### src/rtl/puf_pkg.sv
package puf_pkg;

    localparam logic [1:0] MODE_UNITE = 2'd0;
    localparam logic [1:0] MODE_SAME  = 2'd1;
    localparam logic [1:0] MODE_SIZE  = 2'd2;
    localparam logic [1:0] MODE_CLEAR = 2'd3;

    typedef struct packed {
        logic [1:0]  mode;
        logic [19:0] time_req;
        logic [9:0]  elem_a;
        logic [9:0]  elem_b;
    } t_in_item;

    typedef struct packed {
        logic        flag;
        logic [10:0] set_size;
    } t_out_item;

    typedef enum logic [2:0] {
        K_UNITE,
        K_SAME,
        K_SIZE,
        K_CLEAR,
        K_NULL
    } t_kind;

    typedef struct packed {
        t_kind       kind;
        logic [19:0] time_req;
        logic [9:0]  elem_a;
        logic [9:0]  elem_b;
    } t_job;

    typedef enum logic [3:0] {
        S_CLEAR,
        S_IDLE,
        S_DISPATCH,
        S_WREQ,
        S_WCHK,
        S_HREQ,
        S_HDAT,
        S_LCHK,
        S_LREQ,
        S_LDAT,
        S_RXREQ,
        S_RXDAT,
        S_RYDAT,
        S_DONE
    } t_state;

endpackage

### src/rtl/puf_front.sv
module puf_front #(
    parameter int NODES = 1024
) (
    input  logic              i_clk,
    input  logic              i_rst_n,
    input  logic              i_in_valid,
    output logic              o_in_stall,
    input  puf_pkg::t_in_item i_in_item,
    output logic              o_job_valid,
    output puf_pkg::t_job     o_job,
    input  logic              i_job_pop
);
    puf_pkg::t_job r_q [2];
    logic          r_wp;
    logic          r_rp;
    logic [1:0]    r_cnt;
    logic          n_wp;
    logic          n_rp;
    logic [1:0]    n_cnt;
    logic          push;
    logic          a_ok;
    logic          b_ok;
    puf_pkg::t_job job_in;

    assign o_in_stall  = (r_cnt == 2'd2);
    assign push        = i_in_valid && !o_in_stall;
    assign o_job_valid = (r_cnt != 2'd0);
    assign o_job       = r_q[r_rp];

    assign a_ok = {22'd0, i_in_item.elem_a} < 32'(NODES);
    assign b_ok = {22'd0, i_in_item.elem_b} < 32'(NODES);

    always_comb begin
        job_in.time_req = i_in_item.time_req;
        job_in.elem_a   = i_in_item.elem_a;
        job_in.elem_b   = i_in_item.elem_b;
        case (i_in_item.mode)
            puf_pkg::MODE_UNITE: job_in.kind = (a_ok && b_ok) ? puf_pkg::K_UNITE
                                                               : puf_pkg::K_NULL;
            puf_pkg::MODE_SAME:  job_in.kind = (a_ok && b_ok) ? puf_pkg::K_SAME
                                                               : puf_pkg::K_NULL;
            puf_pkg::MODE_SIZE:  job_in.kind = a_ok ? puf_pkg::K_SIZE : puf_pkg::K_NULL;
            default:             job_in.kind = puf_pkg::K_CLEAR;
        endcase
    end

    always_comb begin
        n_wp  = push ? !r_wp : r_wp;
        n_rp  = i_job_pop ? !r_rp : r_rp;
        n_cnt = r_cnt + 2'(push) - 2'(i_job_pop);
    end

    always_ff @(posedge i_clk) begin
        if (push) begin
            r_q[r_wp] <= job_in;
        end
        if (!i_rst_n) begin
            r_wp  <= 1'b0;
            r_rp  <= 1'b0;
            r_cnt <= 2'd0;
        end else begin
            r_wp  <= n_wp;
            r_rp  <= n_rp;
            r_cnt <= n_cnt;
        end
    end
endmodule

### config.mk
export PLATFORM = sky130hd
export DESIGN_NAME = puf_front
export DESIGN_NICKNAME = d
export VERILOG_FILES = /design/src/rtl/puf_pkg.sv /design/src/rtl/puf_front.sv
export SDC_FILE = /design/constraint.sdc
export NUM_CORES = 1
export LEC_CHECK = 0
export ABC_AREA = 1
export BUFFER_PORTS_ARGS = -buffer_cell sky130_fd_sc_hd__buf_4
export CORE_MARGIN = 10
export CORE_UTILIZATION = 56
export CTS_CLUSTER_DIAMETER = 80
export DETAILED_ROUTE_END_ITERATION = 16
export MAX_ROUTING_LAYER = met4
export PLACE_DENSITY = 0.83
export SLEW_MARGIN = 20
export SYNTH_ARGS = -nofsm -noshare
export SYNTH_HDL_FRONTEND = slang
export SYNTH_SLANG_ARGS = --single-unit
### constraint.sdc
create_clock -name i_clk -period 7 [get_ports i_clk]
set_input_delay 1.4 -clock i_clk [delete_from_list [all_inputs] [get_ports i_clk]]
set_output_delay 1.4 -clock i_clk [all_outputs]
set_load 0.01 [all_outputs]
# == After elaboration in Yosys (flattened, before gate mapping) ==
# Memories as Yosys holds them, arrays and structs flattened. A register that Yosys moved wholly into a read port is not among the register bits.
# Cells that the tools add are included.
# W data, S select, Z words.
# word_totals
reg_bits,4
mem_bits_rw,84
inputBits,46
output_inout_bits,45
word_cells,20
mem_count,1
# classes
add_sub_neg,2
n_eq_ne,3
mux,5
reduce_logical,6
# mem_list
name,depth,word_bits,read_ports,rd_clocked_by_memory_dff,wr,line,source
r_q,2,42,1,1,1,puf_front.sv:13,puf_pkg::t_job r_q [2];
# op_table
op,n
$pmux W2 S3,1
$eq A2 B2 Y1 const B,2
$mux W1,4
$logic_not A1 Y1,3
$add A2 B1 Y2,1
$eq A2 B1 Y1 const B,1
$logic_not A2 Y1,1
$reduce_bool A2 Y1,1
$sub A2 B1 Y2,1
$logic_and A1 B1 Y1,1

# == Logic depth before layout (Yosys ltp) ==
# Gate-level depths: netlist of run 1.
# logic_depth
depth_word,5
ltp_mapped,11
depth_no_buf,11

# == Worst setup path before layout of run 1 ==
# Ideal clock, no wire load.
# synth_path
path_kind,input to register
start,input port i_in_valid
end,"memory r_q[0][0] in the netlist's numbering, enable pin"
setup_ps,441
arrival_ps,3235
t_required_ps,6559
path_slack_ps,3324
path_stages,2
path_buffers,0
cell_sequence,nand2_1 nor2_1
# synth_between
elab_chain_len,3
# synth_rtl
item,line,source
start: declaration,puf_front.sv:6,"input logic i_in_valid,"
$logic_and A1 B1 Y1,puf_front.sv:26,assign push = i_in_valid && !o_in_stall;
$mux W1,puf_front.sv:54,if (push) begin
$mux W1 (implied by the code),puf_front.sv:55,r_q[r_wp] <= job_in;
end: declaration,puf_front.sv:13,
# Every way passes these cells.

==> results.cfg, run 1 <==
[finish]
fin_area_sq_mm = 0.00436
final_core_util = 0.728
diodes = 0
layout.nets = 312
drive_above_1_share = 0.550
n_fill_cell = 383
final_common_cell = buf_4
final_cell_mix = buf_4 (91), edfxtp_1 (84), mux2_4 (40), nand2_1 (10), clkbuf_8 (10)
area_growth_pct = 24.9

[synth]
ys_ff_latch = 89
syn_area_sq_mm = 0.00349
synthCells = 170
synth_area_per_cell_sq_um = 20.5
synthTopCellsByArea = edfxtp_1 (72%), mux2_4 (17%), dfxtp_1 (2.9%)
yosys.area.top_type_share = 0.723
synth_cell_types = 15
yosys.area.top_type = edfxtp_1
ys.warnings.count = 0
syn-num-nets = 218
yosysSeqAreaShare = 0.751

[floorplan]
coreArea_sq_mm = 0.00599
rows = 28
initial_core_util = 0.583
die_h_um = 99.0
die_area_sq_mm = 0.00979
die_w_um = 99.0
io_pins = 91

[critical_path]
cp_max_fo = 27
critPathArrivalTime_ns = 2.11
r2r_start = r_cnt[0]
r2r_cells = 4
cp_data_required_time_ns = 5.60
ff2ff_setup_slack_ns = 5.29
reg2reg_to = r_q[1][2]
end_kind = output port
cp-start-kind = register
endpoint = o_job[41]
worstSetupPathType = register to output port

[pwr]
ir_worst_vdd_v = 0.000200
p_leak_nw = 1.77
p_total_mw = 1.17
p_per_area_mw_per_mm2 = 269

[global_routing]
grt_max_degree = 43
grt_pass1_wl_um = 9600
track_usage = 0.132
grt_pass1_vias = 1805
grt-ovfl-total = 0
antenna_found_initial = 0

[cts]
post_cts_buffers = 0
hold_buffers = 0
clkLatencyLatePin_ns = 0.34
clock_sinks = 89
cts_tree = built
clockBufferDepth = 2
clock-root-buffer = clkbuf_8
cts_resized = 0
htreeDepth = 3
numCtsBuffers = 9
clk_pin_slew_ns = 0.07

[placed_design]
gp_congestion = 0.724
dp_hpwl_um = 4530
placed_area_sq_mm = 0.00417
portBuffers = 89

[sta]
maxSlewViolCount = 0
holdWs_ns = 0.507
worst_slew_pin_slew_ns = 0.908
fin_crit_sh = 0.501
layout_min_cycle_time_ns = 3.51
finalSetupTns_ns = 0
timing.slew.headroom = 0.394
hold_viol = 0
finClkSkew_ns = 0.0103
max_clock_freq_mhz = 285
rsz0062_at_grt = false
setup_viol = 0

[detailed_routing]
drc_errors = 0
vias_per_cell = 4.85
wl_per_cell_um = 18.2
vias = 1667
ant_nets = 0
initialDrtViolationCount = 41
totalWireLength_um = 6260
first_pass_iters = 4

[min_path]
hold_start = r_rp
min_path_type = register to register

[run_status]
outcome = completed

[flow_run]
maxCapViolCount = 0
[per-stage QoR]
stage	instances	setup slack [ns]
5_1_grt	344	3.39
6_report	344	3.49
4_1_cts	344	3.47
2_1_floorplan	170	3.32
3_5_place_dp	328	3.84
3_3_place_gp	328	3.85
[how the worst min path moves through the flow]
stage / endpoint / slack, ns / cells after the start
after floorplan: register / 0.46 / 2
after global placement: r_rp / 0.48 / 2
after detailed placement: r_rp / 0.49 / 2
after CTS: r_rp / 0.51 / 2
after global routing: r_rp / 0.54 / 2
final: r_rp / 0.51 / 2
[final cells by class]
type,instances,area [sq um],share of cell area
clock buffer,13,149,0.0341
clock inverter,3,41.3,0.00947
inverter,8,30.0,0.00689
multi-input combinational,65,739,0.170
sequential,89,2620,0.602
tap,75,93.8,0.0215
timing repair buffer,91,683,0.157
[routing by layer]
metal / vias up / track usage / wire length, um
li1: 817 / - / -
met1: 800 / 0.127 / 2260
met2: 44 / 0.232 / 3580
met3: 6 / 0.0412 / 346
met4: 0 / 0.0662 / 80
met5: - / - / 0
[logic make-up after synthesis]
group,Yosys count,share of synthesized area
compound gates,2,0.00287
fa+ha+maj,2,0.00717
buf+inv,16,0.0391
flops,89,0.751
mux,42,0.178
other cells,1,0.00107
simple gates,18,0.0201
[registers in the layout, summed over array words and instances, names as in the netlist, named ones only]
register  cells
r_cnt         2
r_q          84
r_rp          1
r_wp          1
[Yosys cell counts]
library cell	number
nand2_1	10
buf_12	4
mux2_2	2
ha_1	2
conb_1	1
clkbuf_1	2
a21oi_1	2
mux2_4	40
dfxtp_1	5
nand3_1	2
nor2_1	6
buf_6	1
edfxtp_1	84
buf_4	1
inv_1	8
[worst max-delay path: stages (launching register included)]
cell and delay (ns):
dfxtp_2 0.68, buf_4 0.52, mux2_2 0.40, buf_4 0.15
[where the power goes]
part / switching (mW) / internal [mW]
registers: 0.0164 / 0.637
logic: 0.0857 / 0.104
clock network: 0.156 / 0.174
total: 0.258 / 0.915
(Power assumes the default switching activity.)
==> run 2, diff against run 1 <==
--- a/config.mk
+++ b/config.mk
@@ -5,14 +5,14 @@
 export SDC_FILE = /design/constraint.sdc
 export NUM_CORES = 1
 export LEC_CHECK = 0
-export ABC_AREA = 1
+export ABC_AREA = 0
 export BUFFER_PORTS_ARGS = -buffer_cell sky130_fd_sc_hd__buf_4
 export CORE_MARGIN = 10
-export CORE_UTILIZATION = 56
+export CORE_UTILIZATION = 52
 export CTS_CLUSTER_DIAMETER = 80
 export DETAILED_ROUTE_END_ITERATION = 16
 export MAX_ROUTING_LAYER = met4
-export PLACE_DENSITY = 0.83
+export PLACE_DENSITY = 0.78
 export SLEW_MARGIN = 20
 export SYNTH_ARGS = -nofsm -noshare
 export SYNTH_HDL_FRONTEND = slang
==> constraint.sdc (replaced) <==
create_clock -name i_clk -period 3.4 [get_ports i_clk]
set_input_delay 0.68 -clock i_clk [delete_from_list [all_inputs] [get_ports i_clk]]
set_output_delay 0.68 -clock i_clk [all_outputs]
set_load 0.01 [all_outputs]
==> run 2 against run 1 <==
  * Critical path depth unchanged
  * Critical endpoint is now o_job[27]
  * Clock power increased by 110%
  * First-iteration DRC count increased by 90%
  * Sequential power increased by 110%
  * Largest cell class unchanged
  * Flip-flop and latch count unchanged
  * Highest routed layer unchanged
==> results.cfg, run 2 <==
[detailed_routing]
initialDrtViolationCount = 78
vias_per_cell = 4.88
totalWireLength_um = 6010
first_pass_iters = 4
drc_errors = 0
wl_per_cell_um = 17.8
vias = 1645
ant_nets = 0

[synth]
async_flop_share = 0
ys_ff_latch = 89
synthTopCellsByArea = edfxtp_1 (72%), mux2_4 (17%), dfxtp_1 (2.9%)
synthSimpleGateAreaFrac = 0.0187
yosysMostFrequentCell = edfxtp_1
yosys.area.top_type_share = 0.724
synth_area_per_cell_sq_um = 21.6
synth_top_family_by_area = multiplexers
syn_area_sq_mm = 0.00348
synth-main-ff-cell = edfxtp_1
synth_edf_count = 84
synthCells = 161
yosysSeqAreaShare = 0.753
ys.warnings.count = 0
synthXorXnorAreaFrac = 0.00503
synth_cell_types = 21
muxShareOfSynthArea = 0.182
synth_compound_area_frac = 0
syn-num-nets = 209
synthTopCellsByCount = edfxtp_1 (84), mux2_4 (40), dfxtp_1 (5)
yosys.area.top_type = edfxtp_1
synthAdderAreaFrac = 0.00718

[floorplan]
initial_core_util = 0.543
die_area_sq_mm = 0.0104
die_h_um = 102
coreArea_sq_mm = 0.00642
die_w_um = 102
io_pins = 91
rows = 29

[finish]
n_fill_cell = 428
regMostFlops = r_q
final_common_cell = buf_4
diodes = 0
area_growth_pct = 25.4
largest_register_ffs = 84
final_cell_mix = buf_4 (90), edfxtp_1 (84), mux2_4 (40), clkbuf_8 (10), dfxtp_1 (4)
drive_above_1_share = 0.581
fin_area_sq_mm = 0.00437
layout.nets = 303
largestRegisters = r_q (84), r_cnt (2)

[pwr]
ir_worst_vdd_v = 0.000460
p_leak_nw = 1.76
p_per_area_mw_per_mm2 = 583

[critical_path]
end_kind = output port
cp_max_fo = 22
critPathArrivalTime_ns = 1.91
r2r_cells = 2
worstSetupPathType = register to output port
cp-start-kind = register
cp_data_required_time_ns = 2.72

[placed_design]
portBuffers = 89
gp_congestion = 0.768
placed_area_sq_mm = 0.00418
dp_hpwl_um = 4150

[sta]
worst_slew_pin_slew_ns = 1.00
fin_crit_sh = 0.761
hold_viol = 0
timing.slew.headroom = 0.333
finClkSkew_ns = 0.00810
rsz0062_at_grt = false
finalSetupTns_ns = 0
setup_viol = 0
max_clock_freq_mhz = 387
maxSlewViolCount = 0
layout_min_cycle_time_ns = 2.59

[cts]
hold_buffers = 0
post_cts_buffers = 0
clkLatencyLatePin_ns = 0.34
clock_sinks = 89
numCtsBuffers = 9
cts_resized = 0
clk_pin_slew_ns = 0.07
clock-root-buffer = clkbuf_8
htreeDepth = 3
cts_tree = built
clockBufferDepth = 2

[global_routing]
antenna_found_initial = 0
grt_pass1_wl_um = 9230
grt_pass1_vias = 1789
track_usage = 0.122
grt_max_degree = 43
grt-ovfl-total = 0

[flow_run]
maxCapViolCount = 0

[min_path]
min_path_type = register to register
min_path_cells = 2

[run_status]
outcome = completed
[run 2: worst paths after layout]
kind	start	endpoint	slack [ns]
max	register	o_job[27]	0.81
min	r_rp	r_rp	0.51
max reg2reg	r_cnt[0]	r_q[1][4]	1.65
min reg2reg	r_rp	r_rp	0.51
[run 2: power by group]
| part | switching [mW] | leakage (nW) | internal (mW) |
|---|---|---|---|
| Sequential | 0.0438 | 0.825 | 1.33 |
| Clock | 0.339 | 0.100 | 0.357 |
| Combinational | 0.206 | 0.837 | 0.267 |
| Total | 0.589 | 1.76 | 1.96 |
[run 2: logic make-up (layout without fill, tap and decap cells)]
| kind of cell | Yosys count | count (layout) |
|---|---|---|
| xor+xnor | 2 | 2 |
| buf+inv | 11 | 110 |
| simple gates | 13 | 13 |
| mux | 43 | 43 |
| flops | 89 | 89 |
| fa+ha+maj | 2 | 2 |
| other cells | 1 | 1 |
[run 2: worst max-delay path: stages (launching register included)]
cell     delay [ns]
dfxtp_2        0.81
buf_12         0.29
mux2_4         0.33
buf_4          0.15
[run 2: per-stage QoR]
| stage | hold slack [ns] | cells | total power [mW] | util | setup WS, ns |
|---|---|---|---|---|---|
| floorplan | 0.455 | 161 | 1.68 | - | 0.418 |
| global placement | 0.494 | 321 | 1.87 | 0.651 | 1.17 |
| detailed placement | 0.505 | 321 | 1.89 | 0.651 | 1.16 |
| CTS | 0.500 | 337 | 2.57 | 0.680 | 0.775 |
| global route | 0.481 | 337 | 2.67 | 0.680 | 0.709 |
| finish | 0.514 | 337 | 2.55 | 0.680 | 0.814 |
[run 2: final cells by class]
type	count	area, sq um	area share
well taps	77	96.3	0.0220
clock inverters	4	45.0	0.0103
flip-flops and latches	89	2620	0.600
repair buffers	91	696	0.159
inverters	3	11.3	0.00258
clock buffers	12	145	0.0332
multi-input cells	61	753	0.172
[run 2: per-layer routing]
| metal | share of wire | global-route usage | routed length [um] |
|---|---|---|---|
| met2 | 0.48 | 0.188 | 2890 |
| met5 | 0 | - | 0 |
| met4 | 0.0052 | 0.0358 | 31 |
| met1 | 0.42 | 0.139 | 2540 |
| met3 | 0.090 | 0.0614 | 541 |
==> run 3, diff against run 2 <==
==> constraint.sdc (replaced) <==
create_clock -name i_clk -period 2.7 [get_ports i_clk]
set_input_delay 0.54 -clock i_clk [delete_from_list [all_inputs] [get_ports i_clk]]
set_output_delay 0.54 -clock i_clk [all_outputs]
set_load 0.01 [all_outputs]
==> run 3 against run 2 <==
  * Count of clock-buffer cells in the layout is 1 lower
  * Via count is 1.5% higher
  * Highest routed layer unchanged
  * Final area is 1.3% higher
  * Critical path type unchanged
==> results.cfg, run 3 (same netlist as run 2, synthesis figures left out) <==
[sta]
worst_slew_pin_slew_ns = 0.552
timing.slew.headroom = 0.632
fin_crit_sh = 0.846
hold_viol = 0
holdWs_ns = 0.377
rsz0062_at_grt = false
finClkSkew_ns = 0.00715
maxSlewViolCount = 0
finalSetupTns_ns = 0
max_clock_freq_mhz = 438
setup_viol = 0
layout_min_cycle_time_ns = 2.29

[critical_path]
critPathArrivalTime_ns = 1.75
cp_max_fo = 16
slowest_stage = dfxtp_2
reg2reg_to = r_cnt[1]
r2r_start = r_cnt[0]
end_kind = output port
crit_buf_inv = 2
crit_chain = buf_12, mux2_2, buf_4
ff2ff_setup_slack_ns = 1.05
endpoint = o_job[0]
cp_top_family = flip-flops
cp-start-kind = register
cp_data_required_time_ns = 2.16
r2r_cells = 8
cp_num_cells = 3
worstSetupPathType = register to output port
critPathMaxStageDelay_ns = 0.65

[detailed_routing]
vias = 1669
wl_per_cell_um = 18.8
drc_errors = 0
first_pass_iters = 4
ant_nets = 0
vias_per_cell = 4.92
initialDrtViolationCount = 55
totalWireLength_um = 6370

[placed_design]
dp_hpwl_um = 4630
gp_congestion = 0.655
portBuffers = 89
dp_cells = 324

[global_routing]
grt_max_degree = 23
grt-ovfl-total = 0
track_usage = 0.128
grt_pass1_vias = 1856
antenna_found_initial = 0
grt_pass1_wl_um = 9640

[floorplan]
coreArea_sq_mm = 0.00642
rows = 29
die_h_um = 102
die_w_um = 102
die_area_sq_mm = 0.0104
io_pins = 91
initial_core_util = 0.543

[min_path]
min_path_type = primary input to register
min_path_cells = 1

[cts]
clock_sinks = 89
clkLatencyLatePin_ns = 0.34
clk_pin_slew_ns = 0.08
cts_tree = built
clock-root-buffer = clkbuf_8
htreeDepth = 3
clockBufferDepth = 2
numCtsBuffers = 9
post_cts_buffers = 0
cts_resized = 0
hold_buffers = 0

[run_status]
outcome = completed

[pwr]
ir_worst_vdd_v = 0.000524
p_leak_nw = 1.78
p_total_mw = 3.28
p_per_area_mw_per_mm2 = 740

[finish]
final_cell_mix = buf_4 (91), edfxtp_1 (84), mux2_4 (40), clkbuf_8 (9), dfxtp_1 (4)
regMostFlops = r_q
diodes = 0
final_common_cell = buf_4
area_growth_pct = 27.1
layout.nets = 306
fin_cells = 339
drive_above_1_share = 0.580
largest_register_ffs = 84
largestRegisters = r_q (84), r_cnt (2)

[flow_run]
maxCapViolCount = 0
## run 3: worst min-delay path by stage
stage                              from    endpoint
after floorplan                    r_wp        r_wp
after global placement             r_rp        r_rp
final                     i_in_item[31]  r_q[1][31]
after detailed placement           r_rp        r_rp
after CTS                 i_in_item[31]  r_q[1][31]
after global routing       i_in_item[8]   r_q[1][8]
## run 3: per-layer routing
metal / wire length [um] / vias up / GRT usage
met4: 51 / 0 / 0.0488
met5: 0 / - / -
met1: 2550 / 814 / 0.137
met3: 382 / 5 / 0.0432
met2: 3390 / 50 / 0.217
li1: - / 800 / -
## run 3: stage by stage
stage / worst slack [ns] / util / area (sq um)
after global placement: 0.792 / 0.658 / 4230
final: 0.415 / 0.689 / 4430
after floorplan: 0.553 / - / 3490
after global routing: 0.328 / 0.689 / 4430
after detailed placement: 0.776 / 0.658 / 4230
after CTS: 0.388 / 0.689 / 4430
## run 3: cell type report
cell class              count  area, sq um
multi-input cells          61          753
well taps                  77         96.3
flip-flops and latches     89         2620
repair buffers             94          743
fillers                   436         1990
inverters                   3         11.3
clock buffers              11          131
clock inverters             4         68.8
## run 3: worst register-to-register path: cells and delay by family (launching register included)
kind,cells,cell delay (ns)
XOR/XNOR,1,0.15
adder cells (fa/ha/maj),2,0.48
buffers and inverters,1,0.04
flip-flops,1,0.34
AND/OR/NAND/NOR,4,0.57
## run 3: power breakdown
part	leakage, nW	switching, mW	internal, mW	total (mW)
clock	0.101	0.413	0.513	0.926
sequential	0.825	0.0522	1.68	1.73
combinational	0.859	0.271	0.351	0.622
